`src/sv/sorted_priority_list_core_macros.svh`:
```
// Assertion macros for the sorted priority list.
`ifndef SORTED_PRIORITY_LIST_CORE_MACROS_SVH
`define SORTED_PRIORITY_LIST_CORE_MACROS_SVH
`ifndef ASSERT_OFF
`define SPL_ASSERT_IMPL(label, clk, rst_n, a, b) \
  label: assert property (@(posedge clk) disable iff (!rst_n) (a) |-> (b)) \
    else $error("spl assertion failed");
`define SPL_ASSERT_NEXT(label, clk, rst_n, a, b) \
  label: assert property (@(posedge clk) disable iff (!rst_n) (a) |=> (b)) \
    else $error("spl assertion failed");
`else
`define SPL_ASSERT_IMPL(label, clk, rst_n, a, b)
`define SPL_ASSERT_NEXT(label, clk, rst_n, a, b)
`endif
`endif

```
`src/sv/spl_pkg.sv`:
```
`timescale 1ns / 1ps
package spl_pkg;
  localparam int CMD_W = 3;
  localparam int ST_W  = 3;
  localparam int OCC_W = 7;
  localparam int UOP_W = 5;

  localparam logic [CMD_W-1:0] CMD_INSERT   = 3'd0;
  localparam logic [CMD_W-1:0] CMD_DECREASE = 3'd1;
  localparam logic [CMD_W-1:0] CMD_REMOVE   = 3'd2;
  localparam logic [CMD_W-1:0] CMD_POP      = 3'd3;
  localparam logic [CMD_W-1:0] CMD_CLEAR    = 3'd4;

  localparam logic [ST_W-1:0] ST_OK        = 3'd0;
  localparam logic [ST_W-1:0] ST_PRESENT   = 3'd1;
  localparam logic [ST_W-1:0] ST_NOT_FOUND = 3'd2;
  localparam logic [ST_W-1:0] ST_FULL      = 3'd3;
  localparam logic [ST_W-1:0] ST_EMPTY     = 3'd4;

  // datapath micro-operations
  localparam logic [UOP_W-1:0] UOP_NONE       = 5'd0;
  localparam logic [UOP_W-1:0] UOP_LOAD       = 5'd1;
  localparam logic [UOP_W-1:0] UOP_ST_PRESENT = 5'd2;
  localparam logic [UOP_W-1:0] UOP_ST_NFOUND  = 5'd3;
  localparam logic [UOP_W-1:0] UOP_ST_FULL    = 5'd4;
  localparam logic [UOP_W-1:0] UOP_ST_EMPTY   = 5'd5;
  localparam logic [UOP_W-1:0] UOP_CLEAR      = 5'd6;
  localparam logic [UOP_W-1:0] UOP_RD_CUR     = 5'd7;
  localparam logic [UOP_W-1:0] UOP_SCAN_STEP  = 5'd8;
  localparam logic [UOP_W-1:0] UOP_INS_START  = 5'd9;
  localparam logic [UOP_W-1:0] UOP_WR_DOWN    = 5'd10;
  localparam logic [UOP_W-1:0] UOP_PUT_NEW    = 5'd11;
  localparam logic [UOP_W-1:0] UOP_INS_PUT    = 5'd12;
  localparam logic [UOP_W-1:0] UOP_RD_PREV    = 5'd13;
  localparam logic [UOP_W-1:0] UOP_RD_NEXT    = 5'd14;
  localparam logic [UOP_W-1:0] UOP_WR_UP      = 5'd15;
  localparam logic [UOP_W-1:0] UOP_CNT_DEC    = 5'd16;
  localparam logic [UOP_W-1:0] UOP_POP_CAP    = 5'd17;
  localparam logic [UOP_W-1:0] UOP_EMIT       = 5'd18;

  typedef struct packed {
    logic [UOP_W-1:0] uop;
  } ctl_cmd_t;

  typedef struct packed {
    logic [CMD_W-1:0] cmd;
    logic             count_zero;
    logic             full;
    logic             idx_eq_count;
    logic             idx_eq_pos;
    logic             idx_zero;
    logic             idx_last;
    logic             id_match;
    logic             key_lt;
    logic             out_free;
  } dp_stat_t;
endpackage

```
`src/sv/spl_ctrl.sv`:
```
`timescale 1ns / 1ps
module spl_ctrl (
  input  logic              clk,
  input  logic              rst_n,
  input  logic              in_valid,
  output logic              in_stall,
  input  spl_pkg::dp_stat_t stat,
  output spl_pkg::ctl_cmd_t ctl
);
  localparam logic [3:0] S_IDLE    = 4'd0;
  localparam logic [3:0] S_DISP    = 4'd1;
  localparam logic [3:0] S_SCAN_RD = 4'd2;
  localparam logic [3:0] S_SCAN_CK = 4'd3;
  localparam logic [3:0] S_UP_RD   = 4'd4;
  localparam logic [3:0] S_UP_WR   = 4'd5;
  localparam logic [3:0] S_BUB_RD  = 4'd6;
  localparam logic [3:0] S_BUB_CK  = 4'd7;
  localparam logic [3:0] S_CL_RD   = 4'd8;
  localparam logic [3:0] S_CL_WR   = 4'd9;
  localparam logic [3:0] S_POP_CK  = 4'd10;
  localparam logic [3:0] S_DONE    = 4'd11;

  logic [3:0] state_r, state_nxt;

  assign in_stall = (state_r != S_IDLE);

  always_comb begin
    state_nxt = state_r;
    ctl.uop   = spl_pkg::UOP_NONE;
    unique case (state_r)
      S_IDLE: begin
        if (in_valid) begin
          ctl.uop   = spl_pkg::UOP_LOAD;
          state_nxt = S_DISP;
        end
      end
      S_DISP: begin
        unique case (stat.cmd)
          spl_pkg::CMD_INSERT, spl_pkg::CMD_DECREASE, spl_pkg::CMD_REMOVE:
            state_nxt = S_SCAN_RD;
          spl_pkg::CMD_POP: begin
            if (stat.count_zero) begin
              ctl.uop   = spl_pkg::UOP_ST_EMPTY;
              state_nxt = S_DONE;
            end else begin
              ctl.uop   = spl_pkg::UOP_RD_CUR;
              state_nxt = S_POP_CK;
            end
          end
          spl_pkg::CMD_CLEAR: begin
            ctl.uop   = spl_pkg::UOP_CLEAR;
            state_nxt = S_DONE;
          end
          default: state_nxt = S_DONE;
        endcase
      end
      S_SCAN_RD: begin
        if (stat.idx_eq_count) begin
          if (stat.cmd != spl_pkg::CMD_INSERT) begin
            ctl.uop   = spl_pkg::UOP_ST_NFOUND;
            state_nxt = S_DONE;
          end else if (stat.full) begin
            ctl.uop   = spl_pkg::UOP_ST_FULL;
            state_nxt = S_DONE;
          end else begin
            ctl.uop   = spl_pkg::UOP_INS_START;
            state_nxt = S_UP_RD;
          end
        end else begin
          ctl.uop   = spl_pkg::UOP_RD_CUR;
          state_nxt = S_SCAN_CK;
        end
      end
      S_SCAN_CK: begin
        if (stat.id_match) begin
          if (stat.cmd == spl_pkg::CMD_INSERT) begin
            ctl.uop   = spl_pkg::UOP_ST_PRESENT;
            state_nxt = S_DONE;
          end else if (stat.cmd == spl_pkg::CMD_DECREASE) begin
            state_nxt = S_BUB_RD;
          end else begin
            state_nxt = S_CL_RD;
          end
        end else begin
          ctl.uop   = spl_pkg::UOP_SCAN_STEP;
          state_nxt = S_SCAN_RD;
        end
      end
      S_UP_RD: begin
        if (stat.idx_eq_pos) begin
          ctl.uop   = spl_pkg::UOP_INS_PUT;
          state_nxt = S_DONE;
        end else begin
          ctl.uop   = spl_pkg::UOP_RD_PREV;
          state_nxt = S_UP_WR;
        end
      end
      S_UP_WR: begin
        ctl.uop   = spl_pkg::UOP_WR_DOWN;
        state_nxt = S_UP_RD;
      end
      S_BUB_RD: begin
        if (stat.idx_zero) begin
          ctl.uop   = spl_pkg::UOP_PUT_NEW;
          state_nxt = S_DONE;
        end else begin
          ctl.uop   = spl_pkg::UOP_RD_PREV;
          state_nxt = S_BUB_CK;
        end
      end
      S_BUB_CK: begin
        if (stat.key_lt) begin
          ctl.uop   = spl_pkg::UOP_WR_DOWN;
          state_nxt = S_BUB_RD;
        end else begin
          ctl.uop   = spl_pkg::UOP_PUT_NEW;
          state_nxt = S_DONE;
        end
      end
      S_CL_RD: begin
        if (stat.idx_last) begin
          ctl.uop   = spl_pkg::UOP_CNT_DEC;
          state_nxt = S_DONE;
        end else begin
          ctl.uop   = spl_pkg::UOP_RD_NEXT;
          state_nxt = S_CL_WR;
        end
      end
      S_CL_WR: begin
        ctl.uop   = spl_pkg::UOP_WR_UP;
        state_nxt = S_CL_RD;
      end
      S_POP_CK: begin
        ctl.uop   = spl_pkg::UOP_POP_CAP;
        state_nxt = S_CL_RD;
      end
      S_DONE: begin
        if (stat.out_free) begin
          ctl.uop   = spl_pkg::UOP_EMIT;
          state_nxt = S_IDLE;
        end
      end
      default: state_nxt = S_IDLE;
    endcase
  end

  always_ff @(posedge clk) begin
    if (!rst_n) begin
      state_r <= S_IDLE;
    end else begin
      state_r <= state_nxt;
    end
  end
endmodule

```
`src/sv/spl_datapath.sv`:
```
`timescale 1ns / 1ps
module spl_datapath #(
  parameter int CAPACITY = 64,
  parameter int ID_BITS  = 16,
  parameter int KEY_BITS = 32
) (
  input  logic                        clk,
  input  logic                        rst_n,
  input  spl_pkg::ctl_cmd_t           ctl,
  output spl_pkg::dp_stat_t           stat,
  input  logic [spl_pkg::CMD_W-1:0]   in_cmd,
  input  logic [ID_BITS-1:0]          in_entry_id,
  input  logic [KEY_BITS-1:0]         in_cost_key,
  output logic                        out_valid,
  input  logic                        out_stall,
  output logic [spl_pkg::ST_W-1:0]    out_status,
  output logic [ID_BITS-1:0]          out_id,
  output logic [KEY_BITS-1:0]         out_cost,
  output logic [spl_pkg::OCC_W-1:0]   out_occupancy
);
  localparam int AW = (CAPACITY > 2) ? $clog2(CAPACITY) : 1;
  localparam int CW = $clog2(CAPACITY + 1);

  logic [KEY_BITS-1:0] keys_mem [CAPACITY];
  logic [ID_BITS-1:0]  ids_mem  [CAPACITY];

  logic [spl_pkg::CMD_W-1:0] cmd_r;
  logic [ID_BITS-1:0]        id_r;
  logic [KEY_BITS-1:0]       key_r;
  logic [CW-1:0]             count_r, idx_r, pos_r;
  logic                      posset_r;
  logic [spl_pkg::ST_W-1:0]  st_r;
  logic [ID_BITS-1:0]        pop_id_r;
  logic [KEY_BITS-1:0]       pop_key_r;
  logic [KEY_BITS-1:0]       rd_key_r;
  logic [ID_BITS-1:0]        rd_id_r;
  logic                      out_valid_r;
  logic [spl_pkg::ST_W-1:0]  out_status_r;
  logic [ID_BITS-1:0]        out_id_r;
  logic [KEY_BITS-1:0]       out_cost_r;
  logic [spl_pkg::OCC_W-1:0] out_occ_r;

  logic [CW-1:0]       idx_m1, idx_p1;
  logic [CW:0]         idx_p1_w;
  logic                rd_en, wr_en;
  logic [AW-1:0]       raddr;
  logic [KEY_BITS-1:0] wr_key;
  logic [ID_BITS-1:0]  wr_id;
  logic                emit;

  assign idx_m1   = idx_r - CW'(1);
  assign idx_p1   = idx_r + CW'(1);
  assign idx_p1_w = {1'b0, idx_r} + (CW + 1)'(1);
  assign emit     = (ctl.uop == spl_pkg::UOP_EMIT);

  always_comb begin
    rd_en  = 1'b0;
    wr_en  = 1'b0;
    raddr  = idx_r[AW-1:0];
    wr_key = rd_key_r;
    wr_id  = rd_id_r;
    unique case (ctl.uop)
      spl_pkg::UOP_RD_CUR:  rd_en = 1'b1;
      spl_pkg::UOP_RD_PREV: begin
        rd_en = 1'b1;
        raddr = idx_m1[AW-1:0];
      end
      spl_pkg::UOP_RD_NEXT: begin
        rd_en = 1'b1;
        raddr = idx_p1[AW-1:0];
      end
      spl_pkg::UOP_WR_DOWN, spl_pkg::UOP_WR_UP: wr_en = 1'b1;
      spl_pkg::UOP_PUT_NEW, spl_pkg::UOP_INS_PUT: begin
        wr_en  = 1'b1;
        wr_key = key_r;
        wr_id  = id_r;
      end
      default: ;
    endcase
  end

  always_ff @(posedge clk) begin
    if (wr_en) begin
      keys_mem[idx_r[AW-1:0]] <= wr_key;
      ids_mem[idx_r[AW-1:0]]  <= wr_id;
    end
    if (rd_en) begin
      rd_key_r <= keys_mem[raddr];
      rd_id_r  <= ids_mem[raddr];
    end
  end

  always_ff @(posedge clk) begin
    if (!rst_n) begin
      count_r     <= '0;
      idx_r       <= '0;
      pos_r       <= '0;
      posset_r    <= 1'b0;
      st_r        <= spl_pkg::ST_OK;
      out_valid_r <= 1'b0;
    end else begin
      if (emit) begin
        out_valid_r <= 1'b1;
      end else if (!out_stall) begin
        out_valid_r <= 1'b0;
      end
      unique case (ctl.uop)
        spl_pkg::UOP_LOAD: begin
          idx_r    <= '0;
          posset_r <= 1'b0;
          st_r     <= spl_pkg::ST_OK;
        end
        spl_pkg::UOP_ST_PRESENT: st_r <= spl_pkg::ST_PRESENT;
        spl_pkg::UOP_ST_NFOUND:  st_r <= spl_pkg::ST_NOT_FOUND;
        spl_pkg::UOP_ST_FULL:    st_r <= spl_pkg::ST_FULL;
        spl_pkg::UOP_ST_EMPTY:   st_r <= spl_pkg::ST_EMPTY;
        spl_pkg::UOP_CLEAR:      count_r <= '0;
        spl_pkg::UOP_SCAN_STEP: begin
          if (!posset_r && (key_r < rd_key_r)) begin
            pos_r    <= idx_r;
            posset_r <= 1'b1;
          end
          idx_r <= idx_p1;
        end
        spl_pkg::UOP_INS_START: begin
          if (!posset_r) begin
            pos_r <= count_r;
          end
          idx_r <= count_r;
        end
        spl_pkg::UOP_WR_DOWN: idx_r <= idx_m1;
        spl_pkg::UOP_WR_UP:   idx_r <= idx_p1;
        spl_pkg::UOP_INS_PUT: count_r <= count_r + CW'(1);
        spl_pkg::UOP_CNT_DEC: count_r <= count_r - CW'(1);
        spl_pkg::UOP_POP_CAP: idx_r <= '0;
        default: ;
      endcase
    end
  end

  // payload registers
  always_ff @(posedge clk) begin
    if (ctl.uop == spl_pkg::UOP_LOAD) begin
      cmd_r     <= in_cmd;
      id_r      <= in_entry_id;
      key_r     <= in_cost_key;
      pop_id_r  <= '0;
      pop_key_r <= '0;
    end else if (ctl.uop == spl_pkg::UOP_POP_CAP) begin
      pop_id_r  <= rd_id_r;
      pop_key_r <= rd_key_r;
    end
    if (emit) begin
      out_status_r <= st_r;
      out_id_r     <= pop_id_r;
      out_cost_r   <= pop_key_r;
      out_occ_r    <= spl_pkg::OCC_W'(count_r);
    end
  end

  assign stat.cmd          = cmd_r;
  assign stat.count_zero   = (count_r == '0);
  assign stat.full         = (count_r == CW'(CAPACITY));
  assign stat.idx_eq_count = (idx_r == count_r);
  assign stat.idx_eq_pos   = (idx_r == pos_r);
  assign stat.idx_zero     = (idx_r == '0);
  assign stat.idx_last     = (idx_p1_w >= {1'b0, count_r});
  assign stat.id_match     = (rd_id_r == id_r);
  assign stat.key_lt       = (key_r < rd_key_r);
  assign stat.out_free     = !out_valid_r || !out_stall;

  assign out_valid     = out_valid_r;
  assign out_status    = out_status_r;
  assign out_id        = out_id_r;
  assign out_cost      = out_cost_r;
  assign out_occupancy = out_occ_r;
endmodule

```
`src/sv/sorted_priority_list_core.sv`:
```
`timescale 1ns / 1ps
// Clear, pop of an empty list and unused codes go from dispatch straight to the result;
// other commands walk the slots (scan for the id, then shift; pop only shifts).
// One item is worked on at a time; the single-port slot memory walk sets the rate.
// A new item is taken while a finished result still waits at the output register.
// Reset (rst_n low, synchronous): list empty, controller idle, no result pending.
module sorted_priority_list_core #(
  parameter int CAPACITY = 64,
  parameter int ID_BITS  = 16,
  parameter int KEY_BITS = 32
) (
  input  logic                      clk,
  input  logic                      rst_n,
  input  logic                      in_valid,
  output logic                      in_stall,
  input  logic [spl_pkg::CMD_W-1:0] in_cmd,
  input  logic [ID_BITS-1:0]        in_entry_id,
  input  logic [KEY_BITS-1:0]       in_cost_key,
  output logic                      out_valid,
  input  logic                      out_stall,
  output logic [spl_pkg::ST_W-1:0]  out_status,
  output logic [ID_BITS-1:0]        out_id,
  output logic [KEY_BITS-1:0]       out_cost,
  output logic [spl_pkg::OCC_W-1:0] out_occupancy
);
`include "sorted_priority_list_core_macros.svh"

  // Controller sequences the memory walk; datapath holds the slot memory,
  // the list count, the walk pointer and the result register.
  spl_pkg::ctl_cmd_t ctl;
  spl_pkg::dp_stat_t stat;

  // result flags watched by the checks below
  logic rsp_full;
  logic rsp_fail;

  spl_ctrl u_ctrl (
    .clk      (clk),
    .rst_n    (rst_n),
    .in_valid (in_valid),
    .in_stall (in_stall),
    .stat     (stat),
    .ctl      (ctl)
  );

  spl_datapath #(
    .CAPACITY (CAPACITY),
    .ID_BITS  (ID_BITS),
    .KEY_BITS (KEY_BITS)
  ) u_dp (
    .clk           (clk),
    .rst_n         (rst_n),
    .ctl           (ctl),
    .stat          (stat),
    .in_cmd        (in_cmd),
    .in_entry_id   (in_entry_id),
    .in_cost_key   (in_cost_key),
    .out_valid     (out_valid),
    .out_stall     (out_stall),
    .out_status    (out_status),
    .out_id        (out_id),
    .out_cost      (out_cost),
    .out_occupancy (out_occupancy)
  );

  assign rsp_full = out_valid && (out_status == spl_pkg::ST_FULL);
  assign rsp_fail = out_valid && (out_status != spl_pkg::ST_OK);

  // an accepted item keeps the input side closed while it is worked on
  `SPL_ASSERT_NEXT(a_busy_after_accept, clk, rst_n, in_valid && !in_stall, in_stall)
  // a full status reports a list at capacity
  `SPL_ASSERT_IMPL(a_full_occ, clk, rst_n, rsp_full, out_occupancy == spl_pkg::OCC_W'(CAPACITY))
  // only a successful pop carries id and cost
  `SPL_ASSERT_IMPL(a_zero_payload, clk, rst_n, rsp_fail, out_id == '0 && out_cost == '0)
endmodule
```
`config.mk`:
```
export PLATFORM = sky130hd
export DESIGN_NAME = sorted_priority_list_core
export DESIGN_NICKNAME = d
export VERILOG_FILES = /design/src/sv/spl_pkg.sv /design/src/sv/spl_ctrl.sv /design/src/sv/spl_datapath.sv /design/src/sv/sorted_priority_list_core.sv
export VERILOG_INCLUDE_DIRS = /design/src /design/src/sv
export SDC_FILE = /design/constraint.sdc
export NUM_CORES = 2
export LEC_CHECK = 0
export ABC_CLOCK_PERIOD_IN_PS = 8800
export BUFFER_PORTS_ARGS = -buffer_cell sky130_fd_sc_hd__buf_2
export CAP_MARGIN = 20
export CELL_PAD_IN_SITES_DETAIL_PLACEMENT = 0
export CELL_PAD_IN_SITES_GLOBAL_PLACEMENT = 2
export CORE_ASPECT_RATIO = 1.2
export CORE_UTILIZATION = 42
export CTS_CLUSTER_DIAMETER = 150
export DETAILED_ROUTE_END_ITERATION = 16
export PLACE_DENSITY_LB_ADDON = 0.1
export SYNTH_ARGS = -nofsm -noshare
export SYNTH_HDL_FRONTEND = slang
export SYNTH_SLANG_ARGS = --single-unit
```
`constraint.sdc`:
```
create_clock -name clk -period 8.8 [get_ports clk]
set_input_delay 0.44 -clock clk [delete_from_list [all_inputs] [get_ports clk]]
set_output_delay 0.44 -clock clk [all_outputs]
set_load 0.01 [all_outputs]
```
Word-level counts from Yosys, hierarchy flattened:

Memory sizes are Yosys's and may differ from the RTL's. A register that Yosys moved wholly into a read port is not among the register bits.
Cells that the tools add are included.

* register bits after elaboration: 187
* latch bits: 0
* memory bits (writable): 3072
* ROM bits: 0
* bits of input ports: 55
* logic and storage cells: 139
* memories kept: 2

* add/subtract/negate cells: 5
* multiply operators: 0
* div/mod/pow operators: 0
* $lt $le $gt $ge: 2
* eq/ne operators: 42
* shifts and indexed selects: 0
* multiplexer cells: 46
* bitwise operators: 0
* reductions and logical operators: 26

Memory list
* u_dp.keys_mem: depth 64, width 32, rd ports 1, clocked after memory_dff 1, wr ports 1, line spl_datapath.sv:24 `logic [KEY_BITS-1:0] keys_mem [CAPACITY];`
* u_dp.ids_mem: depth 64, width 16, rd ports 1, clocked after memory_dff 1, wr ports 1, line spl_datapath.sv:25 `logic [ID_BITS-1:0] ids_mem [CAPACITY];`

Operator list (number)
* $pmux W5 S12: 1
* $mux W4: 13
* $pmux W4 S11: 1
* $eq A5 B4 Y1 const B: 8
* $lt A32 B32 Y1: 1
* $mux W32: 1
* $pmux W7 S4: 1
* $pmux W7 S3: 1
* $eq A5 B3 Y1 const B: 4
* $mux W5: 4
* $eq A16 B16 Y1: 1
* $eq A4 B3 Y1 const B: 4
* $eq A4 B4 Y1 const B: 4
* $mux W16: 1
* $eq A5 B5 Y1 const B: 3
* $pmux W3 S5: 1
* $add A7 B1 Y7 const B: 2
* $eq A7 B7 Y1: 2
* $logic_not A7 Y1: 2
* $mux W7: 2
* $pmux W7 S2: 1
* $sub A7 B1 Y7 const B: 2
* $pmux W6 S2: 1
* $mux W1: 11
* 31 further kinds: 49

Logic depth before layout (Yosys ltp):

* depth in word-level cells: 10
* depth in mapped cells: 21
* gate-level depth less buffers: 19

Modules after synthesis:

From an unflattened synthesis, not the netlist that was laid out.

* cell total of the unflattened synthesis: 6441
* area, all modules: 127738.8 µm²

By module, submodules not included
* spl_datapath: instances 1, cells an instance 6334, area an instance 126973.0 µm², seq. area each 98444.4 µm²
* spl_ctrl: instances 1, cells an instance 107, area an instance 765.7 µm², seq. area each 80.1 µm²

Least setup slack after synthesis:

OpenSTA, ideal clock, no wires.

* kind: register -> register
* from: reg u_ctrl.state_r[1]
* to: reg u_dp.rd_id_r[0], read port of u_dp.ids_mem (enable)
* data arrival time: 7.942 ns
* required time: 8.280 ns
* setup slack: 0.338 ns
* stages on the path, launching flop included: 11
* period minus slack after synthesis: 8.462 ns
* path through: dfxtp_1 buf_2 nor2b_1 nand3_1 a21oi_1 or3_1 nand4bb_1 nand3_1 nor2_1 nor2_1 o21ai_0

* word-level cells in the longest chain between the ends: 5
* elaborated cells between the ends (all ways): 19
* classes of those cells: 14 x eq/ne; 3 x mux; 2 x reduce/logical

Ends and longest elaborated chain
* from (decl): line spl_ctrl.sv:23 `logic [3:0] state_r, state_nxt;`
* from (signal assigned): line spl_ctrl.sv:151 `state_r <= state_nxt;`
* $eq A4 B4 Y1, or another cell as far along: line spl_ctrl.sv:30 `unique case (state_r)`
* $pmux W5 S12 (*): line spl_ctrl.sv:30
* $eq A5 B3 Y1 or $eq A5 B4 Y1 (tied branches): line spl_datapath.sv:62 `unique case (ctl.uop)`
* $reduce_or A3 Y1 (no source line) (*)
* $mux W1 (*): line spl_datapath.sv:62
* named net u_dp.rd_en: line spl_datapath.sv:45 `logic rd_en, wr_en;`
* to (decl): line spl_datapath.sv:36 `logic [ID_BITS-1:0] rd_id_r;`

Mark *: on every way through the listed nets, which the timed path passes. The rest lies on a longest branch.
A chain may end at the register's enable or synchronous reset.

Worst setup path after layout:

* from: reg u_dp.idx_r[0]
* to: mem u_dp.keys_mem[41][19] (enable)

* word-level cells in the longest chain between the ends: 9
* elaborated cells between the ends (all ways): 18
* classes of those cells: 1 x add/sub; 1 x order compare; 6 x eq/ne; 8 x mux; 2 x reduce/logical

Ends and longest elaborated chain
* from (decl): line spl_datapath.sv:30 `logic [CW-1:0] count_r, idx_r, pos_r;`
* from (signal assigned): line spl_datapath.sv:123 `idx_r <= idx_p1;`
* from (signal assigned): line spl_datapath.sv:129 `idx_r <= count_r;`
* from (signal assigned): line spl_datapath.sv:131 `spl_pkg::UOP_WR_DOWN: idx_r <= idx_m1;`
* $add A7 B1 Y8: line spl_datapath.sv:53 `assign idx_p1_w = {1'b0, idx_r} + (CW + 1)'(1);`
* $ge A8 B7 Y1: line spl_datapath.sv:167 `assign stat.idx_last = (idx_p1_w >= {1'b0, count_r});`
* $mux W5: line spl_ctrl.sv:121 `if (stat.idx_last) begin`
* $pmux W5 S12: line spl_ctrl.sv:30
* $eq A5 B4 Y1: line spl_datapath.sv:62
* $reduce_or A4 Y1 (no source line)
* $mux W1: line spl_datapath.sv:62
* $mux W1: line spl_datapath.sv:83 `if (wr_en) begin`
* $mux W1 (not written as such): line spl_datapath.sv:84 `keys_mem[idx_r[AW-1:0]] <= wr_key;`
* to (decl): line spl_datapath.sv:24

Several ways; a longest one is shown, not always the timed one.

==> results.sh <==
export IMPL_ys_flop_type="edfxtp_1"
export IMPL_fill_cells=26016
export IMPL_clock_sinks=3307
export IMPL_slew_headroom_pct=22.1
export IMPL_rr_endpoint="u_dp.keys_mem[41][19]$_DFFE_PP_"
export IMPL_wl_mm=420
export IMPL_areaGrowthSynthToFinish_pct=14.1
export IMPL_syn_area_per_cell_um2=14.9
export IMPL_rows=222
export IMPL_synth_seq_cells=3307
export IMPL_stdcell_area_mm2=0.147
export IMPL_drv_slew=0
export IMPL_dieArea_mm2=0.310
export IMPL_mostFrequentLayoutCells="3,229 x edfxtp_1, 1,654 x nand2_1, 934 x nand3_1"
export IMPL_synthesis_nets=8782
export IMPL_p_leak_uw=0.0474
export IMPL_synth_cells=8681
export IMPL_required_ps=9300
export IMPL_post_cts_buffers=0
export IMPL_r2r_start="u_dp.idx_r[0]$_SDFFE_PN0P_"
export IMPL_whs_path_depth=2
export IMPL_drive_above_1_share_pct=11.0
export IMPL_via_per_inst=5.80
export IMPL_r2r_setup_slack_ps=1430
export IMPL_cts_tree="yes"
export IMPL_min_to="u_dp.id_r[9]$_DFFE_PP_"
export IMPL_dpl_cell_area_mm2=0.136
export IMPL_multiInputGateArea_mm2=0.0288
export IMPL_root_buffer="clkbuf_16"
export IMPL_combPwrFrac_pct=23.3
export IMPL_h_tree_depth=5
export IMPL_io_pins=115
export IMPL_drc=0
export IMPL_dr_pass1_iters=6
export IMPL_cts_buffer_depth=4
export IMPL_powerDensity_mw_per_mm2=290
export IMPL_place_gp_congestion=0.850
export IMPL_timing_final_crit_share_pct=83.8
export IMPL_tightest_slew_ps=1170
export IMPL_p_clk_share_pct=32.6
export IMPL_holdCritPathClass="in -> reg"
export IMPL_setup_tns_ps=0
export IMPL_worst_clock_skew_ps=56.3
export IMPL_die_x_um=508
export IMPL_crit_type="reg -> reg"
export IMPL_synth_edf_count=3229
export IMPL_core_mm2=0.305
export IMPL_area_sequential_mm2=0.0985
export IMPL_dp_hpwl_mm=242
export IMPL_insertion_delay_ps=900
export IMPL_ant_nets=0
export IMPL_end_kind="flip-flop"
export IMPL_finalHoldViolCount=0
export IMPL_rsz0062_at_grt="false"
export IMPL_antenna_found_initial=27
export IMPL_grt_usage_pct=26.6
export IMPL_net_switching_power_uw=13700
export IMPL_seqPwrFrac_pct=44.1
export IMPL_setup_viol=0
export IMPL_vdd_drop_max_mv=0.264
export IMPL_clkTransAtPathRegs_ps=60
export IMPL_async_flop_share_pct=0
export IMPL_synth_yosys_seq_area_share_pct=76.3
export IMPL_die_y_um=609
export IMPL_syn_cell_area_mm2=0.129
export IMPL_ys_types=80
export IMPL_vias=76928
export IMPL_arrival_ps=7880
export IMPL_drv_cap=0
export IMPL_cp_start_kind="flip-flop"
export IMPL_ys_warn_count=0
export IMPL_initialDrtViolationCount=7878
export IMPL_cts_repair_resized=0
export IMPL_netSwitchingFraction_pct=32.0
export IMPL_start_util_pct=42.3
export IMPL_hp_start="in_entry_id[9]"
export IMPL_grt_max_degree=128
export IMPL_fmax_mhz=136
export IMPL_cp_max_fo=37
export IMPL_mostFrequentLayoutCell="edfxtp_1"
export IMPL_overflow=0
export IMPL_first_global_vias=73892
export IMPL_wl_per_cell_um=31.6
export IMPL_ctsHoldBuffers=54
export IMPL_fin_nets=9053
export IMPL_grt_pass1_wl_mm=582
export IMPL_io_buffers=114
export IMPL_reg2reg_depth=13
export IMPL_internal_power_uw=29100
export IMPL_cts_buffers=346
export IMPL_fin_crit_ps=7370
export IMPL_run_status="finished clean"
==> synth_stat cells (50+ instances only) <==
| cell type | n | area [um2] |
|---|---|---|
| a221oi_1 | 52 | 455 |
| o21ai_1 | 62 | 310 |
| mux2i_1 | 736 | 7370 |
| a21oi_1 | 90 | 450 |
| nand4_1 | 167 | 1040 |
| nor2_1 | 118 | 443 |
| a31oi_1 | 103 | 644 |
| o22ai_1 | 336 | 2100 |
| nand2_1 | 1664 | 6250 |
| o21ai_0 | 104 | 521 |
| buf_1 | 58 | 218 |
| or3_1 | 53 | 332 |
| buf_2 | 127 | 636 |
| edfxtp_1 | 3229 | 97000 |
| clkbuf_1 | 300 | 1130 |
| dfxtp_1 | 78 | 1560 |
| inv_1 | 50 | 188 |
| nand3_1 | 934 | 4670 |
==> how the worst max path moves through the flow <==
stage | cells after the start | slack (ps) | end | startpoint
2_1_floorplan | 10 | 340 | u_dp.rd_id_r[0]$_DFFE_PP_ | u_ctrl.state_r[1]$_SDFFE_PN0P_
5_1_grt | 13 | 1140 | u_dp.keys_mem[41][14]$_DFFE_PP_ | u_dp.idx_r[0]$_SDFFE_PN0P_
3_5_place_dp | 13 | 1700 | u_dp.keys_mem[41][19]$_DFFE_PP_ | u_dp.idx_r[0]$_SDFFE_PN0P_
3_3_place_gp | 14 | 1790 | u_dp.rd_id_r[10]$_DFFE_PP_ | u_dp.idx_r[0]$_SDFFE_PN0P_
4_1_cts | 13 | 1630 | u_dp.keys_mem[41][14]$_DFFE_PP_ | u_dp.idx_r[0]$_SDFFE_PN0P_
6_report | 13 | 1430 | u_dp.keys_mem[41][19]$_DFFE_PP_ | u_dp.idx_r[0]$_SDFFE_PN0P_
==> through the flow <==
step	hold slack, ps	power (uW)	utilization [%]	setup WS [ps]	std cells
final	253	42800	48.3	1430	13257
after detailed placement	420	29100	44.7	1700	12582
after global placement	423	29000	44.6	1790	12575
after global routing	205	44400	48.3	1140	13247
after CTS	193	43000	48.3	1630	13244
after floorplan	408	24900	-	338	8681
==> state kept, by name, indices dropped and copies added, names as in the netlist <==
register / cells
u_dp.pos_r: 7
u_dp.keys_mem: 2048
u_dp.rd_key_r: 32
u_dp.count_r: 7
u_dp.id_r: 16
u_dp.out_cost: 32
u_dp.pop_key_r: 32
u_dp.out_occupancy: 7
u_dp.idx_r: 7
u_dp.out_id: 16
u_dp.out_valid: 1
u_dp.ids_mem: 1024
u_dp.cmd_r: 3
u_dp.st_r: 3
u_dp.posset_r: 1
u_ctrl.state_r: 4
u_dp.rd_id_r: 16
u_dp.pop_id_r: 16
u_dp.out_status: 3
u_dp.key_r: 32
==> power by group through the flow <==
stage               Combinational [uW]  Sequential [uW]  Clock, uW
floorplan                         5870            19000          0
global placement                  9820            19200          0
detailed placement                9950            19200          0
CTS                               9990            18900      14200
global route                     10700            18900      14800
finish                            9960            18900      14000
==> per-layer routing <==
| layer | routed length (um) | vias up | part of all wire, % | global-route usage [%] |
|---|---|---|---|---|
| li1 | - | 33672 | - | - |
| met1 | 182000 | 40160 | 43 | 37.5 |
| met2 | 203000 | 2615 | 48 | 43.9 |
| met3 | 25900 | 479 | 6.2 | 3.63 |
| met4 | 8770 | 2 | 2.1 | 5.83 |
| met5 | 13 | - | 0.0031 | 0 |
==> cell families after synthesis <==
logic type      synth area share, %
flops                          76.3
simple gates                   10.3
compound gates                 4.52
mux                            6.17
buf+inv                        2.04
fa+ha+maj                     0.451
xor+xnor                      0.264
==> worst max-delay path: stages, from the launching register on <==
cell,delay (ps)
dfxtp_1,760
clkinv_1,540
ha_1,670
ha_1,310
a211oi_1,290
o311ai_1,340
o21ai_0,340
nand4bb_1,260
nand4_1,160
or3_1,590
a31oi_1,440
nand3_1,870
nor2_4,880
buf_12,400
==> area by class of cell <==
type | count | area share (%)
sequential | 3307 | 66.8
multi-input combinational | 4786 | 19.5
clock buffer | 449 | 6.26
tap | 4032 | 3.42
timing repair buffer | 458 | 2.94
clock inverter | 159 | 0.875
inverter | 53 | 0.135
antenna | 13 | 0.0221
Power figures use the tool's default switching activity.
